===== config.mk =====
export PLATFORM = sky130hd
export DESIGN_NAME = utf8_validate_highbyte_filter_unit
export DESIGN_NICKNAME = d
export VERILOG_FILES = /design/src/hdl/utf8v_pkg.sv /design/src/hdl/utf8_validate_highbyte_filter_unit.sv
export SDC_FILE = /design/constraint.sdc
export NUM_CORES = 1
export LEC_CHECK = 0
export BUFFER_PORTS_ARGS = -buffer_cell sky130_fd_sc_hd__buf_4
export CAP_MARGIN = 20
export CORE_MARGIN = 2
export CORE_UTILIZATION = 40
export DETAILED_ROUTE_END_ITERATION = 10
export MAX_ROUTING_LAYER = met4
export PLACE_DENSITY = 0.63
export SYNTH_ARGS = -nofsm -noshare
export SYNTH_HDL_FRONTEND = slang
export SYNTH_SLANG_ARGS = --single-unit

===== constraint.sdc =====
create_clock -name clk -period 1.74 [get_ports clk]
set_input_delay 0.174 -clock clk [delete_from_list [all_inputs] [get_ports clk]]
set_output_delay 0.174 -clock clk [all_outputs]
set_load 0.01 [all_outputs]

===== src/hdl/utf8v_pkg.sv =====
// Package with the item types, automaton codes and constants of the UTF-8 validator.
package utf8v_pkg;

    // Bytes of ASCII text are kept in a segment this many bytes after its last high byte.
    localparam logic [1:0] TRAIL_KEEP = 2'd2;

    // Automaton codes, as they appear on utf8_pending.
    localparam logic [2:0] ST_LEAD     = 3'd0;
    localparam logic [2:0] ST_CONT1    = 3'd1;
    localparam logic [2:0] ST_CONT2    = 3'd2;
    localparam logic [2:0] ST_CONT3    = 3'd3;
    localparam logic [2:0] ST_AFTER_E0 = 3'd4;
    localparam logic [2:0] ST_AFTER_ED = 3'd5;
    localparam logic [2:0] ST_AFTER_F0 = 3'd6;
    localparam logic [2:0] ST_AFTER_F4 = 3'd7;

    // Byte range limits used by the automaton.
    localparam logic [7:0] LEAD2_LO = 8'hC2;
    localparam logic [7:0] LEAD2_HI = 8'hDF;
    localparam logic [7:0] LEAD_E0  = 8'hE0;
    localparam logic [7:0] LEAD_ED  = 8'hED;
    localparam logic [7:0] LEAD3_HI = 8'hEF;
    localparam logic [7:0] LEAD_F0  = 8'hF0;
    localparam logic [7:0] LEAD_F4  = 8'hF4;
    localparam logic [7:0] CONT_LO  = 8'h80;
    localparam logic [7:0] CONT_HI  = 8'hBF;
    localparam logic [7:0] E0_LO    = 8'hA0;
    localparam logic [7:0] ED_HI    = 8'h9F;
    localparam logic [7:0] F0_LO    = 8'h90;
    localparam logic [7:0] F4_HI    = 8'h8F;

    // One input item.
    typedef struct packed {
        logic [7:0] data_byte;
        logic       buffer_end;
    } item_t;

    // One result item.
    typedef struct packed {
        logic       forwarded;
        logic       segment_end;
        logic       utf8_invalid;
        logic [2:0] utf8_pending;
    } result_t;

endpackage


===== src/hdl/utf8_validate_highbyte_filter_unit.sv =====
// Top level of the strict UTF-8 validator with high-byte segment marker.
// The block takes one text byte per item and returns one result item per byte, at a sustained
// rate of one item per cycle while result_ready does not stall it; each accepted item moves from
// the input register to the output register. An input register feeds a short piece of
// logic (the validity automaton and the segment keep counter), whose result lands in an output
// register, so a new item is accepted while a result waits as long as the input register is free.
// The invalid verdict is sticky until reset, and the keep counter carries over buffer ends.
module utf8_validate_highbyte_filter_unit
    import utf8v_pkg::*;
(
    input  logic    clk,
    input  logic    rst_n,
    input  logic    item_valid,
    output logic    item_ready,
    input  item_t   item,
    output logic    result_valid,
    input  logic    result_ready,
    output result_t result
);

    // Pipeline registers.
    logic    stage_valid_reg;
    item_t   stage_item_reg;
    logic    result_valid_reg;
    result_t result_reg;

    // Stream state.
    logic [2:0] dfa_state_reg;
    logic [2:0] dfa_state_next;
    logic       invalid_reg;
    logic       invalid_next;
    logic [1:0] keep_reg;
    logic [1:0] keep_next;
    result_t    result_next;

    logic advance;
    logic reject;
    logic [2:0] dfa_step;
    logic [7:0] b;
    logic in_cont;

    // The staged item moves on when the output register is free or being emptied.
    assign advance    = stage_valid_reg && (!result_valid_reg || result_ready);
    assign item_ready = !stage_valid_reg || advance;

    // Automaton step for the staged byte.
    assign b       = stage_item_reg.data_byte;
    assign in_cont = (b >= CONT_LO) && (b <= CONT_HI);

    always_comb
    begin
        dfa_step = ST_LEAD;
        reject   = 1'b0;
        unique case (dfa_state_reg)
            ST_LEAD:
            begin
                if (!b[7])
                    dfa_step = ST_LEAD;
                else if ((b >= LEAD2_LO) && (b <= LEAD2_HI))
                    dfa_step = ST_CONT1;
                else if (b == LEAD_E0)
                    dfa_step = ST_AFTER_E0;
                else if (b == LEAD_ED)
                    dfa_step = ST_AFTER_ED;
                else if ((b > LEAD_E0) && (b <= LEAD3_HI))
                    dfa_step = ST_CONT2;
                else if (b == LEAD_F0)
                    dfa_step = ST_AFTER_F0;
                else if ((b > LEAD_F0) && (b < LEAD_F4))
                    dfa_step = ST_CONT3;
                else if (b == LEAD_F4)
                    dfa_step = ST_AFTER_F4;
                else
                    reject = 1'b1;
            end
            ST_CONT1:
            begin
                dfa_step = ST_LEAD;
                reject   = !in_cont;
            end
            ST_CONT2:
            begin
                dfa_step = ST_CONT1;
                reject   = !in_cont;
            end
            ST_CONT3:
            begin
                dfa_step = ST_CONT2;
                reject   = !in_cont;
            end
            ST_AFTER_E0:
            begin
                dfa_step = ST_CONT1;
                reject   = !((b >= E0_LO) && (b <= CONT_HI));
            end
            ST_AFTER_ED:
            begin
                dfa_step = ST_CONT1;
                reject   = !((b >= CONT_LO) && (b <= ED_HI));
            end
            ST_AFTER_F0:
            begin
                dfa_step = ST_CONT2;
                reject   = !((b >= F0_LO) && (b <= CONT_HI));
            end
            default:
            begin
                dfa_step = ST_CONT2;
                reject   = !((b >= CONT_LO) && (b <= F4_HI));
            end
        endcase
    end

    // Sticky verdict: once invalid, the automaton stops and reads as expecting a lead byte.
    always_comb
    begin
        if (invalid_reg)
        begin
            invalid_next   = 1'b1;
            dfa_state_next = dfa_state_reg;
        end
        else if (reject)
        begin
            invalid_next   = 1'b1;
            dfa_state_next = ST_LEAD;
        end
        else
        begin
            invalid_next   = 1'b0;
            dfa_state_next = dfa_step;
        end
    end

    // Segment marker and result assembly.
    always_comb
    begin
        result_next             = '0;
        keep_next               = keep_reg;
        if (b[7])
        begin
            result_next.forwarded = 1'b1;
            keep_next             = TRAIL_KEEP;
        end
        else if (keep_reg != 2'd0)
        begin
            result_next.forwarded   = 1'b1;
            keep_next               = keep_reg - 2'd1;
            result_next.segment_end = (keep_next == 2'd0);
        end
        if (stage_item_reg.buffer_end && (keep_next != 2'd0))
            result_next.segment_end = 1'b1;
        result_next.utf8_invalid = invalid_next;
        result_next.utf8_pending = invalid_next ? ST_LEAD : dfa_state_next;
    end

    // Control and state registers.
    always_ff @(posedge clk or negedge rst_n)
    begin
        if (!rst_n)
        begin
            stage_valid_reg  <= 1'b0;
            result_valid_reg <= 1'b0;
            dfa_state_reg    <= ST_LEAD;
            invalid_reg      <= 1'b0;
            keep_reg         <= 2'd0;
        end
        else
        begin
            if (item_ready)
                stage_valid_reg <= item_valid;
            if (advance)
            begin
                result_valid_reg <= 1'b1;
                dfa_state_reg    <= dfa_state_next;
                invalid_reg      <= invalid_next;
                keep_reg         <= keep_next;
            end
            else if (result_ready)
                result_valid_reg <= 1'b0;
        end
    end

    // Payload registers.
    always_ff @(posedge clk)
    begin
        if (item_ready && item_valid)
            stage_item_reg <= item;
        if (advance)
            result_reg <= result_next;
    end

    assign result_valid = result_valid_reg;
    assign result       = result_reg;

    // An invalid verdict never clears before reset.
    assert property (@(posedge clk) disable iff (!rst_n) invalid_reg |=> invalid_reg)
        else $error("invalid flag cleared");

    // An invalid stream reports no pending continuations.
    assert property (@(posedge clk) disable iff (!rst_n)
        (result_valid && result.utf8_invalid) |-> (result.utf8_pending == ST_LEAD))
        else $error("pending state shown on invalid stream");

    // A segment only ends at a forwarded byte.
    assert property (@(posedge clk) disable iff (!rst_n)
        (result_valid && result.segment_end) |-> result.forwarded)
        else $error("segment end on a byte that was not forwarded");

    // The keep counter never exceeds its reload value.
    assert property (@(posedge clk) disable iff (!rst_n) keep_reg <= TRAIL_KEEP)
        else $error("keep counter out of range");

endmodule

==> metrics.txt <==
clk_lat worst skew ~300 ps; max-cap violations 0; Crit Path Class register to register; Post-Synthesis Cells between 90 and 100; synthesized area ~1100 sq um; most common cell in the netlist edfxtp_1; H-Tree Depth 1; remaining antenna violation count after routing 0; sw frac between 20 and 30%; synth top area cells edfxtp_1 (41%), dfrtp_1 (18%), o21ai_0 (3.2%); Area Growth Syn to Fin 24.13%; sequential share of power a little under three fifths; CP Max Fanout 5; CP arrival about 1900 ps; Crit. Startpoint b[4]; Yosys warnings 0; worst setup path end dfa_state_reg[2]; Synth area leader edfxtp_1; Final setup viols 0; fillcell total 250; worst reg2reg path depth 6; worst r2r dst dfa_state_reg[2]; sequential cell area fraction in the yosys report about three fifths; RSZ-0062 raised after global routing no; Root Buffer clkbuf_4; post-cts gate resize count 0; CP Capture Type register; peak supply drop 0.0006840 V; relative slew slack about 71%; ANT cells 0; async set-reset flop share out of synthesis about a third; Die Area 3212 sq um; Critical Path Start Type register; first-pass GRT wire length about 3.3 mm; Post-Route WL 1.900 mm; core box area 2686 sq um; Int Power 923.2 uW; via count 831; CTS tree yes; FP Rows 19; IO Count 21; vias per inst about 5.3; Die H approximately 57 um; die width around 57 um; DRT iter0 DRCs 19; clk buf depth 2; CTS buffer count 3; Worst-Margin Slew roughly 420 ps; HPWL Detailed ~1.5 mm; WL met1 839 um; status finished, final reports clean; Yosys reg bits 23; initial antenna violation count 0; Peak Freq just under 600 MHz; vias in the first global route between 700 and 800; wire length on met2 approximately 960 um; Mapped Nets 107; Hold Path Depth 1; gr usage total about 14%; 1st-pass router iterations 4; Critical R2R Launch b[4]; largest net degree at the start of global routing 14; Commonest cells post-synth edfxtp_1 (15), nor2_1 (9), dfrtp_1 (8), nand2_1 (8), o21ai_0 (7); ys flop type edfxtp_1; minimum clock period after layout approximately 1700 ps; share of the synthesized area in the top cell type slightly above 40%; Comb pwr share about a quarter; nets@finish about 140; initial core utilization between 40% and 50%; clock share of power 18.2%; metal3 WL about 83 um; CTS Sinks 23; Tcrit/Tclk final approximately 100%; Final GP Congestion between 0.8 and 0.9; critical path required time between 1500 and 2000 ps; non-filler cells, final 156; Avg WL per Cell between 10 and 15 um; Final Hold Fails 0; post-synth cell types 37; Port Buffers 20; Avg Inst Size Synth about 12 sq um; gr ovfl total 0; TNS Setup 0 ps; placed cells 148; multi-input logic area 432.9 sq um; Worst Skew 3.546 ps; flip-flop count of the largest register after layout 8; register area between 600 and 700 sq um; Post-synth EDFFs 15; Cell Pwr Density roughly 960 nW/um^2; Clock transition at path regs 120 ps; Tightest Hold Check Type input pin to register; DRC viols 0; Final Max Tran Viols 0; share of layout cells above drive strength 1 a little over a third; r2r setup slk 50 ps; P_sw ~400 uW; Leakage around 0.00055 uW; top sig layer met4
## worst min-delay path by stage
stage               slack (ps)           endpoint     from
finish                      30               b[6]  item[7]
global placement            -4        invalid_reg    rst_n
global route                20  stage_item_reg[0]  item[0]
CTS                         20  stage_item_reg[0]  item[0]
floorplan                 -120   dfa_state_reg[0]    rst_n
detailed placement          -2        invalid_reg    rst_n
## final cells by class
type | count | share of cell area [%]
Clock buffer | 3 | 1.635
Clock inverter | 1 | 0.3633
Inverter | 2 | 0.5450
Multi-Input combinational cell | 67 | 31.43
Sequential cell | 23 | 47.23
Tap cell | 31 | 2.816
Timing Repair Buffer | 29 | 15.99
## per-stage QoR
stage	hold slack, ps	setup slack, ps	total power (uW)	area (sq um)	util (%)
finish	35.00	49.34	1317	1378	51.28
detailed placement	-1.506	101.9	1083	1318	49.05
CTS	24.11	71.21	1326	1355	50.44
global placement	-4.368	133.3	1076	1318	49.05
global route	16.56	9.394	1403	1378	51.28
floorplan	-121.6	164.7	965.3	1110	-
## routing by layer
layer	global-route usage [%]	up-vias
met3	2.765	2
met1	15.94	391
met2	22.76	22
met5	-	-
met4	5.102	0
li1	-	416
## power groups by stage
stage | registers (uW) | logic, uW | clock network, uW
6_report | 750 | 327 | 240
5_1_grt | 765 | 363 | 275
4_1_cts | 751 | 323 | 253
3_5_place_dp | 762 | 321 | 0
3_3_place_gp | 760 | 316 | 0
2_1_floorplan | 754 | 211 | 0
## cell usage in the layout (no fill, tap or decap), drive strengths merged
| master | n |
|---|---|
| o31ai | 2 |
| mux2 | 1 |
| o41ai | 1 |
| and3 | 1 |
| nor4 | 2 |
| clkbuf | 3 |
| a21oi | 2 |
| nand4 | 1 |
| mux2i | 3 |
| a211oi | 1 |
| o22a | 1 |
| a21boi | 1 |
| dlygate4sd3 | 1 |
| nand2 | 8 |
| or3 | 1 |
| a2111oi | 1 |
| o211ai | 1 |
| o21ai | 9 |
| nor3 | 3 |
| and4bb | 1 |
| dfrtp | 8 |
| and2 | 1 |
| nand3 | 5 |
| nor2 | 9 |
| or2b | 1 |
| edfxtp | 15 |
| nand2b | 3 |
| inv | 2 |
| clkinv | 1 |
| or2 | 2 |
| buf | 28 |
| nand3b | 3 |
| o21a | 2 |
| a211o | 1 |
## worst max-delay path, cell delays in order, from the launching register on
cell	delay [ps]
edfxtp_1	440
buf_4	170
buf_4	140
or2b_2	290
mux2i_1	170
nand3_1	130
o31ai_1	240
## repair_timing
action	CTS	global route
hold endpoints to repair	8	0
setup buffers	0	3
setup endpoints to repair	0	2
hold buffers	1	0
## logic make-up (layout without fill, tap and decap cells)
family                 Yosys count  after routing  synth area share, %
and+or+nand+nor                 41             41                21.20
AOI/OAI and AO/OA               22             22                14.09
muxes                            4              4                3.720
buffers and inverters            4             35                2.368
DFF                             23             23                58.62
Power figures use the tool's default switching activity.
